[src/rtl/kdpp_pkg.sv]
`default_nettype none
// ----------------------------------------------------------------------------
// kdpp_pkg
// shared types and constants of the keyframe duty pattern player
// ----------------------------------------------------------------------------
package kdpp_pkg;

  // input operation codes
  localparam logic [1:0] FUNC_WRITE = 2'd0;
  localparam logic [1:0] FUNC_START = 2'd1;
  localparam logic [1:0] FUNC_STOP  = 2'd2;
  localparam logic [1:0] FUNC_TICK  = 2'd3;

  // configuration register indexes
  localparam logic [1:0] REG_LINE_COUNT = 2'd0;
  localparam logic [1:0] REG_LENGTH     = 2'd1;
  localparam logic [1:0] REG_LOOP       = 2'd2;

  localparam logic [6:0]  DUTY_MAX      = 7'd100;
  localparam logic [7:0]  PROGRESS_FULL = 8'd255;
  localparam logic [11:0] RAMP_UNIT_US  = 12'd4000;

  // keyframe entry as stored: linear, duty, ramp, offset from the msb down
  typedef struct packed {
    logic        linear;
    logic [6:0]  duty;
    logic [7:0]  ramp;
    logic [31:0] offset;
  } key_t;

  localparam int KEY_W = $bits(key_t);

endpackage
`default_nettype wire

[src/rtl/kdpp_ram.sv]
`default_nettype none
// ----------------------------------------------------------------------------
// kdpp_ram
// generic single write port ram with registered read
// ----------------------------------------------------------------------------
module kdpp_ram #(
  parameter int WIDTH = 48,
  parameter int DEPTH = 16
) (
  input  wire logic                     clk,
  input  wire logic                     we,
  input  wire logic [$clog2(DEPTH)-1:0] waddr,
  input  wire logic [WIDTH-1:0]         wdata,
  input  wire logic [$clog2(DEPTH)-1:0] raddr,
  output logic      [WIDTH-1:0]         rdata
);

  logic [WIDTH-1:0] mem [DEPTH];

  // write port and registered read port
  always_ff @(posedge clk) begin
    if (we) begin
      mem[waddr] <= wdata;
    end
    rdata <= mem[raddr];
  end

endmodule
`default_nettype wire

[src/rtl/keyframe_duty_pattern_player_top.sv]
`default_nettype none
// ----------------------------------------------------------------------------
// keyframe_duty_pattern_player_top
// plays a keyframe table into an actuator duty percent
// ----------------------------------------------------------------------------
// Usage:
//   s_axis carries one command beat, its operation (write keyframe, start,
//   stop, tick) in tuser; m_axis returns exactly one result beat per command.
//   cfg writes the line count, pattern length and loop enable; the user must
//   write them only while the block is idle; the block does not enforce it.
//   Write, start, stop, a tick that drives nothing and a tick that ends a
//   one-shot give a result in the cycle after acceptance. A looped tick
//   first runs a restoring divide of the 64-bit elapsed time by the pattern
//   length, one quotient bit per cycle, keeping the remainder. A driving
//   tick then walks the keyframe table down from the last key in use, one
//   key per S_SRCH/S_SRCH_WAIT pass; in a linear ramp a 32-step progress
//   divide on the same shift-subtract unit and a scale by 1/255 follow.
//   One command is in work at a time; s_axis_tready is low meanwhile.
//   The result sits in an output register until taken, so a stalled receiver
//   holds the input off; the next command is accepted in the cycle the
//   result is taken. Reset clears playback, the start time and the registers
//   to their defaults; keyframe contents are not cleared.
// ----------------------------------------------------------------------------
module keyframe_duty_pattern_player_top #(
  parameter int MAX_KEYS = 16
) (
  input  wire logic         clk,
  input  wire logic         rst,
  input  wire logic         s_axis_tvalid,
  output logic              s_axis_tready,
  // key_index[3:0], key_offset_us[35:4], key_ramp_x4ms[43:36],
  // key_duty[50:44], key_linear[51], now_us[115:52], start_at_us[179:116]
  input  wire logic [183:0] s_axis_tdata,
  // func[1:0]
  input  wire logic [1:0]   s_axis_tuser,
  output logic              m_axis_tvalid,
  input  wire logic         m_axis_tready,
  // drive_update[0], duty[7:1], is_playing[8], finished[9], status[10]
  output logic [15:0]       m_axis_tdata,
  input  wire logic         cfg_valid,
  output logic              cfg_ready,
  input  wire logic [1:0]   cfg_index,
  input  wire logic [31:0]  cfg_data
);
  import kdpp_pkg::*;

  localparam int AW = $clog2(MAX_KEYS);
  localparam int CW = $clog2(MAX_KEYS + 1);

  typedef enum logic [3:0] {
    S_IDLE, S_DIV, S_SRCH, S_SRCH_WAIT, S_EVAL, S_PREV, S_PREV_WAIT,
    S_RDIV, S_QDIV, S_OUT
  } state_t;

  state_t state;

  // input fields
  logic [1:0]  in_func;
  logic [3:0]  in_index;
  logic [63:0] in_now, in_start;
  key_t        in_key;
  assign in_func         = s_axis_tuser;
  assign in_index        = s_axis_tdata[3:0];
  assign in_key.offset   = s_axis_tdata[35:4];
  assign in_key.ramp     = s_axis_tdata[43:36];
  assign in_key.duty     = (s_axis_tdata[50:44] > DUTY_MAX) ? DUTY_MAX
                                                             : s_axis_tdata[50:44];
  assign in_key.linear   = s_axis_tdata[51];
  assign in_now          = s_axis_tdata[115:52];
  assign in_start        = s_axis_tdata[179:116];

  // configuration registers
  logic [4:0]  key_count;
  logic [31:0] pattern_length_us;
  logic        loop_enable;
  logic [CW-1:0] keys_used;
  assign cfg_ready = 1'b1;
  assign keys_used = ({27'd0, key_count} < 32'(MAX_KEYS)) ? CW'(key_count)
                                                          : CW'(MAX_KEYS);

  always_ff @(posedge clk) begin
    if (rst) begin
      key_count         <= 5'd0;
      pattern_length_us <= 32'd1000000;
      loop_enable       <= 1'b1;
    end else if (cfg_valid) begin
      case (cfg_index)
        REG_LINE_COUNT: key_count         <= cfg_data[4:0];
        REG_LENGTH:     pattern_length_us <= cfg_data;
        REG_LOOP:       loop_enable       <= cfg_data[0];
        default: ;
      endcase
    end
  end

  // keyframe ram
  logic          ram_we;
  logic [AW-1:0] ram_raddr;
  logic [KEY_W-1:0] ram_rdata;
  key_t          rkey;
  assign ram_we = s_axis_tvalid && s_axis_tready && (in_func == FUNC_WRITE)
                  && ({28'd0, in_index} < 32'(MAX_KEYS));
  assign rkey = key_t'(ram_rdata);

  kdpp_ram #(.WIDTH(KEY_W), .DEPTH(MAX_KEYS)) u_ram (
    .clk   (clk),
    .we    (ram_we),
    .waddr (AW'(in_index)),
    .wdata (KEY_W'(in_key)),
    .raddr (ram_raddr),
    .rdata (ram_rdata)
  );

  // shared shift-subtract divider registers
  logic [63:0] dv_num;   // dividend shifting out / quotient shifting in
  logic [32:0] dv_rem;
  logic [31:0] dv_den;
  logic [6:0]  dv_cnt;
  logic [32:0] dv_try;
  assign dv_try = {dv_rem[31:0], dv_num[63]} - {1'b0, dv_den};

  // working registers
  logic [63:0] play_origin;
  logic        playing;
  logic [31:0] pos;
  logic [CW-1:0] srch;
  key_t        cur;
  logic [AW-1:0] cur_idx;
  logic [6:0]  from_duty;
  logic [7:0]  progress;
  logic        diff_neg;
  logic [6:0]  diff_mag;
  logic [14:0] prod;
  logic [15:0] q_sum;
  logic [63:0] elapsed;
  logic [31:0] t_in, ramp_us;
  logic        r_drive, r_fin, r_status;
  logic [6:0]  r_duty;
  assign elapsed = in_now - play_origin;
  assign t_in    = pos - cur.offset;
  assign ramp_us = 32'(cur.ramp) * 32'(RAMP_UNIT_US);
  // floor(prod / 255) for prod below 65535
  assign q_sum   = {1'b0, prod} + 16'd1 + {9'd0, prod[14:8]};

  assign s_axis_tready = (state == S_IDLE) || (state == S_OUT && m_axis_tready);
  assign m_axis_tvalid = (state == S_OUT);
  assign m_axis_tdata  = {5'd0, r_status, r_fin, playing, r_duty, r_drive};
  assign ram_raddr     = (state == S_PREV) ? cur_idx - AW'(1) : AW'(srch - CW'(1));

  always_ff @(posedge clk) begin
    if (rst) begin
      state       <= S_IDLE;
      playing     <= 1'b0;
      play_origin <= 64'd0;
      r_drive     <= 1'b0;
      r_fin       <= 1'b0;
      r_status    <= 1'b0;
      r_duty      <= 7'd0;
    end else begin
      case (state)
        S_IDLE, S_OUT: begin
          if (s_axis_tvalid && s_axis_tready) begin
            r_drive  <= 1'b0;
            r_duty   <= 7'd0;
            r_fin    <= 1'b0;
            r_status <= 1'b0;
            state    <= S_OUT;
            case (in_func)
              FUNC_START: begin
                if (keys_used == '0) begin
                  r_status <= 1'b1;
                end else begin
                  play_origin <= (in_start != 64'd0) ? in_start : in_now;
                  playing     <= 1'b1;
                end
              end
              FUNC_STOP: begin
                if (playing) begin
                  playing <= 1'b0;
                  r_drive <= 1'b1;
                end
              end
              FUNC_TICK: begin
                if (playing && !elapsed[63] && pattern_length_us != 32'd0) begin
                  r_drive <= 1'b1;
                  if (loop_enable) begin
                    dv_num <= elapsed;
                    dv_rem <= 33'd0;
                    dv_den <= pattern_length_us;
                    dv_cnt <= 7'd64;
                    state  <= S_DIV;
                  end else if (elapsed >= {32'd0, pattern_length_us}) begin
                    playing <= 1'b0;
                    r_fin   <= 1'b1;
                  end else begin
                    pos   <= elapsed[31:0];
                    srch  <= keys_used;
                    state <= (keys_used == '0) ? S_OUT : S_SRCH;
                  end
                end
              end
              default: ;
            endcase
          end else if (state == S_OUT && m_axis_tready) begin
            state <= S_IDLE;
          end
        end
        // one remainder bit per cycle
        S_DIV: begin
          if (!dv_try[32]) begin
            dv_rem <= dv_try;
          end else begin
            dv_rem <= {dv_rem[31:0], dv_num[63]};
          end
          dv_num <= {dv_num[62:0], ~dv_try[32]};
          dv_cnt <= dv_cnt - 7'd1;
          if (dv_cnt == 7'd1) begin
            pos   <= !dv_try[32] ? dv_try[31:0] : {dv_rem[30:0], dv_num[63]};
            srch  <= keys_used;
            state <= (keys_used == '0) ? S_OUT : S_SRCH;
          end
        end
        // ram read issued at srch-1
        S_SRCH: state <= S_SRCH_WAIT;
        S_SRCH_WAIT: begin
          if (rkey.offset <= pos || srch == CW'(1)) begin
            cur     <= rkey;
            cur_idx <= AW'(srch - CW'(1));
            state   <= S_EVAL;
          end else begin
            srch  <= srch - CW'(1);
            state <= S_SRCH;
          end
        end
        S_EVAL: begin
          if (!cur.linear || cur.ramp == 8'd0 || t_in >= ramp_us) begin
            r_duty <= cur.duty;
            state  <= S_OUT;
          end else if (cur_idx == '0) begin
            from_duty <= 7'd0;
            state     <= S_PREV_WAIT;
          end else begin
            state <= S_PREV;
          end
        end
        S_PREV: state <= S_PREV_WAIT;
        // start progress divide: t_in*255 / ramp_us
        S_PREV_WAIT: begin
          if (cur_idx != '0) begin
            from_duty <= rkey.duty;
          end
          dv_num <= {(t_in << 8) - t_in, 32'd0};
          dv_rem <= 33'd0;
          dv_den <= ramp_us;
          dv_cnt <= 7'd32;
          state  <= S_RDIV;
        end
        S_RDIV: begin
          if (!dv_try[32]) begin
            dv_rem <= dv_try;
          end else begin
            dv_rem <= {dv_rem[31:0], dv_num[63]};
          end
          dv_num <= {dv_num[62:0], ~dv_try[32]};
          if (dv_cnt == 7'd1) begin
            progress <= {dv_num[6:0], ~dv_try[32]};
            diff_neg <= cur.duty < from_duty;
            diff_mag <= (cur.duty < from_duty) ? from_duty - cur.duty
                                               : cur.duty - from_duty;
            state    <= S_QDIV;
            dv_cnt   <= 7'd0;
          end else begin
            dv_cnt <= dv_cnt - 7'd1;
          end
        end
        // |diff|*progress / 255 by shift-add, truncated toward zero
        S_QDIV: begin
          if (dv_cnt == 7'd0) begin
            prod   <= diff_mag * progress;
            dv_cnt <= 7'd1;
          end else begin
            r_duty <= diff_neg ? from_duty - q_sum[14:8]
                               : from_duty + q_sum[14:8];
            state  <= S_OUT;
          end
        end
        default: state <= S_IDLE;
      endcase
    end
  end

`ifndef SYNTHESIS
  // a finished one-shot has always stopped playback
  a_fin_stops: assert property (@(posedge clk) disable iff (rst)
    m_axis_tvalid && m_axis_tdata[9] |-> !m_axis_tdata[8] && m_axis_tdata[0])
    else $error("finished beat while still playing");
  // no input while a command is in work
  a_busy: assert property (@(posedge clk) disable iff (rst)
    (state != S_IDLE && state != S_OUT) |-> !s_axis_tready)
    else $error("ready during work");
  // driven duty stays in range
  a_duty: assert property (@(posedge clk) disable iff (rst)
    m_axis_tvalid |-> m_axis_tdata[7:1] <= DUTY_MAX)
    else $error("duty out of range");
`endif

endmodule
`default_nettype wire

[config.mk]
export PLATFORM = sky130hd
export DESIGN_NAME = keyframe_duty_pattern_player_top
export DESIGN_NICKNAME = d
export VERILOG_FILES = /design/src/rtl/kdpp_pkg.sv /design/src/rtl/kdpp_ram.sv /design/src/rtl/keyframe_duty_pattern_player_top.sv
export SDC_FILE = /design/constraint.sdc
export NUM_CORES = 2
export LEC_CHECK = 0
export BUFFER_PORTS_ARGS = -buffer_cell sky130_fd_sc_hd__buf_2
export CAP_MARGIN = 10
export CORE_MARGIN = 2
export CORE_UTILIZATION = 35
export DETAILED_ROUTE_END_ITERATION = 16
export HOLD_SLACK_MARGIN = 0.03
export PLACE_DENSITY = 0.57
export REMOVE_ABC_BUFFERS = 1
export SLEW_MARGIN = 25
export SYNTH_ARGS = -nofsm -noshare
export SYNTH_HDL_FRONTEND = slang
export SYNTH_SLANG_ARGS = --single-unit
[constraint.sdc]
create_clock -name clk -period 7.94 [get_ports clk]
set_input_delay 1.191 -clock clk [delete_from_list [all_inputs] [get_ports clk]]
set_output_delay 1.191 -clock clk [all_outputs]
set_load 0.05 [all_outputs]
==> results.md <==
- Fillers: roughly 16000
- Syn Std Cell Area: 61170 um^2
- Initial core utilization: a little over a third
- Final setup vio count: 0
- First-pass GRT wire length: ~250 mm
- DRT Pass-1 Iters: 7
- GPL Wtd Cong: ~0.9
- Vias in the first global route: 39130
- Boundary Pins: between 200 and 250
- HPWL after DPL: 109.6 mm
- Finished Cell Area: roughly 70000 um^2
- Final Core Density: between 40% and 50%
- Final period utilization: between 90 and 100%
- Final hold violation count: 0
- Die area: 178100 um^2
- # Post-CTS Setup Buffers: 0
- Tot GR Track Use: between 10% and 20%
- Mux cell area share after synthesis: just under 9%
- Largest family of logic cells by synthesized area: compound AO/OA/AOI/OAI gates
- Area added between synthesis and finish: 14.08%
- R2r setup slk: approximately 0.56 ns
- Min cycle time layout: roughly 7.4 ns
- Count of non-filler cells in the finished layout: 7476
- RSZ-0062 raised after global routing: false
- Critical path required time: ~8.5 ns
- Reg2reg start: cur[32]
- PD cells: roughly 250 nW/um^2
- Final Max Slew Viols: 0
- Initial antenna violation count: 25
- # Max-Cap Violations: 0
- Ys flop type: edfxtp_1
- FFs w/ async S/R, synth: 0%
- Syn. warnings: 0
- DRT iter0 DRCs: 2982
- Setup CP Type: flop to flop
- Fmax: approximately 140 MHz
- Post-CTS sizing: 0
- Detailed-route via count: between 30000 and 40000
- Slew headroom: 27.10%
- Drt drc: 0
- Wirelength per Cell: 21.78 um
- Register area: around 34000 um^2
- Reg2Reg Capture Point: r_duty[2]
- Nets: between 5000 and 6000
- Register bit total from synthesis: approximately 1200
- Crit. End Element: flop
- H-tree Lvls: 4
- Final Skew: 0.04817 ns
- Largest net degree at the start of global routing: between 100 and 150
- WL final: about 160 mm
- Hold WS: 0.4141 ns
- Synth Area in XOR/XNOR: 2.606%
- Outcome: finished clean
- Placed cell count: between 7000 and 8000
- Min-Delay Path Class: flop to flop
- Clk Latency, worst-skew pair: between 0.7 and 0.8 ns
- Synth Area in Simple Gates: 8.284%
- Fraction of layout cells with a size suffix above 1: 15.19%
- Static leakage: around 25 nW
- Hold Crit Start: u_ram.rdata[33]
- Hold Path Depth: 0
- Crit-path max FO: 9
- Worst-Margin Slew: about 1.1 ns
- Overall die width: between 400 and 500 um
- WHS Endpoint: cur[33]
- Synth Area in Compound Gates: 11.93%
- Max incr delay on CP: between 0.6 and 0.7 ns
- Via/cell ratio: around 5.3
- Core area: roughly 170000 um^2
- ANT nets after route: 0
- CTS max path bufs: 3
- Crit path DAT: approximately 8 ns
- Root Buffer: clkbuf_16
- CTS Hold Bufs: 0
- TritonCTS clock tree: yes
- Startpoint types: flop
- R2R depth: 27
- Reg clk slew, reported paths: 0.06 ns
- Area of the multi-input gates: 24990 um^2
- CTS buffer count: about 130
- Total gr overflow: 0
- Die height: between 400 and 500 um
- Clock Sinks: about 1200
- Adder-cell share of the synthesized area: just under 9%
- Cell count after synthesis: between 4000 and 5000
- Distinct cell type count after synthesis: about 100
- Avg Cell Area, Syn: between 10 and 15 um^2
- Placed Area: ~65000 um^2
- Register area share after synthesis: between 50% and 60%
- Row cnt: 153
- Number of synthesized flops with an enable pin: roughly 1000
- Port Buf Inserts: around 230
- Worst vdd ir: about 0.24 mV
- Slowest stage cell, crit path: fa_1
[power by group]
part           internal [W]  total, W  switching, W
registers           0.00722   0.00739      0.000171
logic               0.00142   0.00355       0.00213
clock network       0.00368   0.00633       0.00265
[cell usage after synthesis (9+ instances only)]
library cell / count / area, um^2
a22o_1: 29 / 254.0
a22oi_1: 18 / 135.1
mux4_2: 192 / 4324
xor2_1: 71 / 621.9
a21o_1: 117 / 878.3
dfxtp_1: 165 / 3303
nand2_1: 300 / 1126
and3_1: 12 / 75.07
o221ai_1: 11 / 96.34
edfxtp_1: 1030 / 30930
nand2b_1: 39 / 244.0
o21bai_1: 24 / 180.2
and4_1: 14 / 122.6
nor4_1: 44 / 275.3
nand4_1: 58 / 362.9
buf_1: 31 / 116.4
inv_1: 359 / 1348
o21a_1: 46 / 345.3
buf_4: 15 / 112.6
fa_1: 56 / 1121
buf_2: 15 / 75.07
a21oi_1: 407 / 2037
mux2i_1: 101 / 1011
nor2_1: 233 / 874.6
clkbuf_1: 148 / 555.5
o21ai_0: 216 / 1081
ha_1: 336 / 4204
nand3_1: 48 / 240.2
o21ai_1: 32 / 160.2
nor2b_1: 81 / 506.7
or3_1: 15 / 93.84
a221o_1: 9 / 90.09
o211ai_1: 33 / 247.7
nand3b_1: 13 / 97.59
a2111oi_0: 9 / 78.83
o22ai_1: 11 / 68.82
and2_1: 57 / 356.6
a211oi_1: 74 / 555.5
xnor2_1: 111 / 972.2
a31oi_1: 24 / 150.1
nor3_1: 55 / 275.3
[flip-flops by register name, indices dropped and copies added (netlist names), 48 cells and up]
signal and cells:
u_ram.mem 768, cur 48, dv_num 64, play_origin 64, u_ram.rdata 48
[per-layer routing]
layer  vias to the layer above  share of wire, %  track usage, %
met4                         8               2.7           5.131
met3                       236               4.3           2.555
li1                      18580                 -               -
met2                       977                48           29.66
met1                     19680                45           24.66
met5                         -             0.033               0
[how the worst max path moves through the flow]
stage                     start        endpoint  cells after the start
2_1_floorplan          state[0]  u_ram.rdata[0]                      7
6_report                cur[32]       r_duty[2]                     27
4_1_cts                 cur[32]       r_duty[4]                     27
3_3_place_gp   s_axis_tdata[52]         pos[31]                     29
5_1_grt                 cur[32]       r_duty[3]                     27
3_5_place_dp   s_axis_tdata[52]         pos[31]                     29
[metrics by stage]
step	total power (W)	setup TNS, ns	setup WS [ns]
2_1_floorplan	0.01039	-855.84	-12.65
3_3_place_gp	0.01105	0	0.3398
3_5_place_dp	0.01108	0	0.3371
4_1_cts	0.01744	0	0.6670
5_1_grt	0.01801	0	0.1977
6_report	0.01727	0	0.5641
[cells by family (layout without fill, tap and decap cells)]
group / count (synthesis) / in the layout
AO/OA/AOI/OAI: 1155 / 1155
XOR/XNOR: 182 / 182
adder cells (fa/ha/maj): 392 / 392
buffers and inverters: 570 / 904
flip-flops: 1195 / 1195
multiplexers: 301 / 301
other: 2 / 8
AND/OR/NAND/NOR: 1014 / 1014
[cell type report]
type | instances | share of cell area [%]
multi-input cells | 3050 | 35.81
clock inverters | 71 | 1.178
clock buffers | 175 | 5.325
inverters | 360 | 1.936
repair buffers | 298 | 2.524
well taps | 2325 | 4.168
flip-flops and latches | 1195 | 49.05
diodes | 2 | 0.007171
[layout by cell type, fill, tap and decap left out, drive strengths merged, types with 15 or more instances in the layout]
cell	instances
fa	56
a21oi	409
nand2b	39
xor2	71
and2	59
inv	369
a22oi	18
nor2b	82
xnor2	111
ha	336
nor2	233
nor3	56
nand4	58
clkinv	47
o21a	46
edfxtp	1030
o21bai	24
or3	15
nand2	301
dfxtp	165
o21ai	252
nor4	46
a21o	117
mux4	192
a31oi	24
a22o	29
o211ai	34
a211oi	75
buf	298
nand3	49
and4	15
clkbuf	175
mux2i	101
[critical path: cells and delay by family (launching register included)]
family                   cells  cell delay (ns)
AO/OA/AOI/OAI                9             1.96
AND/OR/NAND/NOR              7             1.44
adder cells (fa/ha/maj)      6             2.48
XOR/XNOR                     2             0.41
multiplexers                 1             0.24
flip-flops                   1             0.58
buffers and inverters        2             0.09
Note: power is estimated with default switching activity, not from simulation.
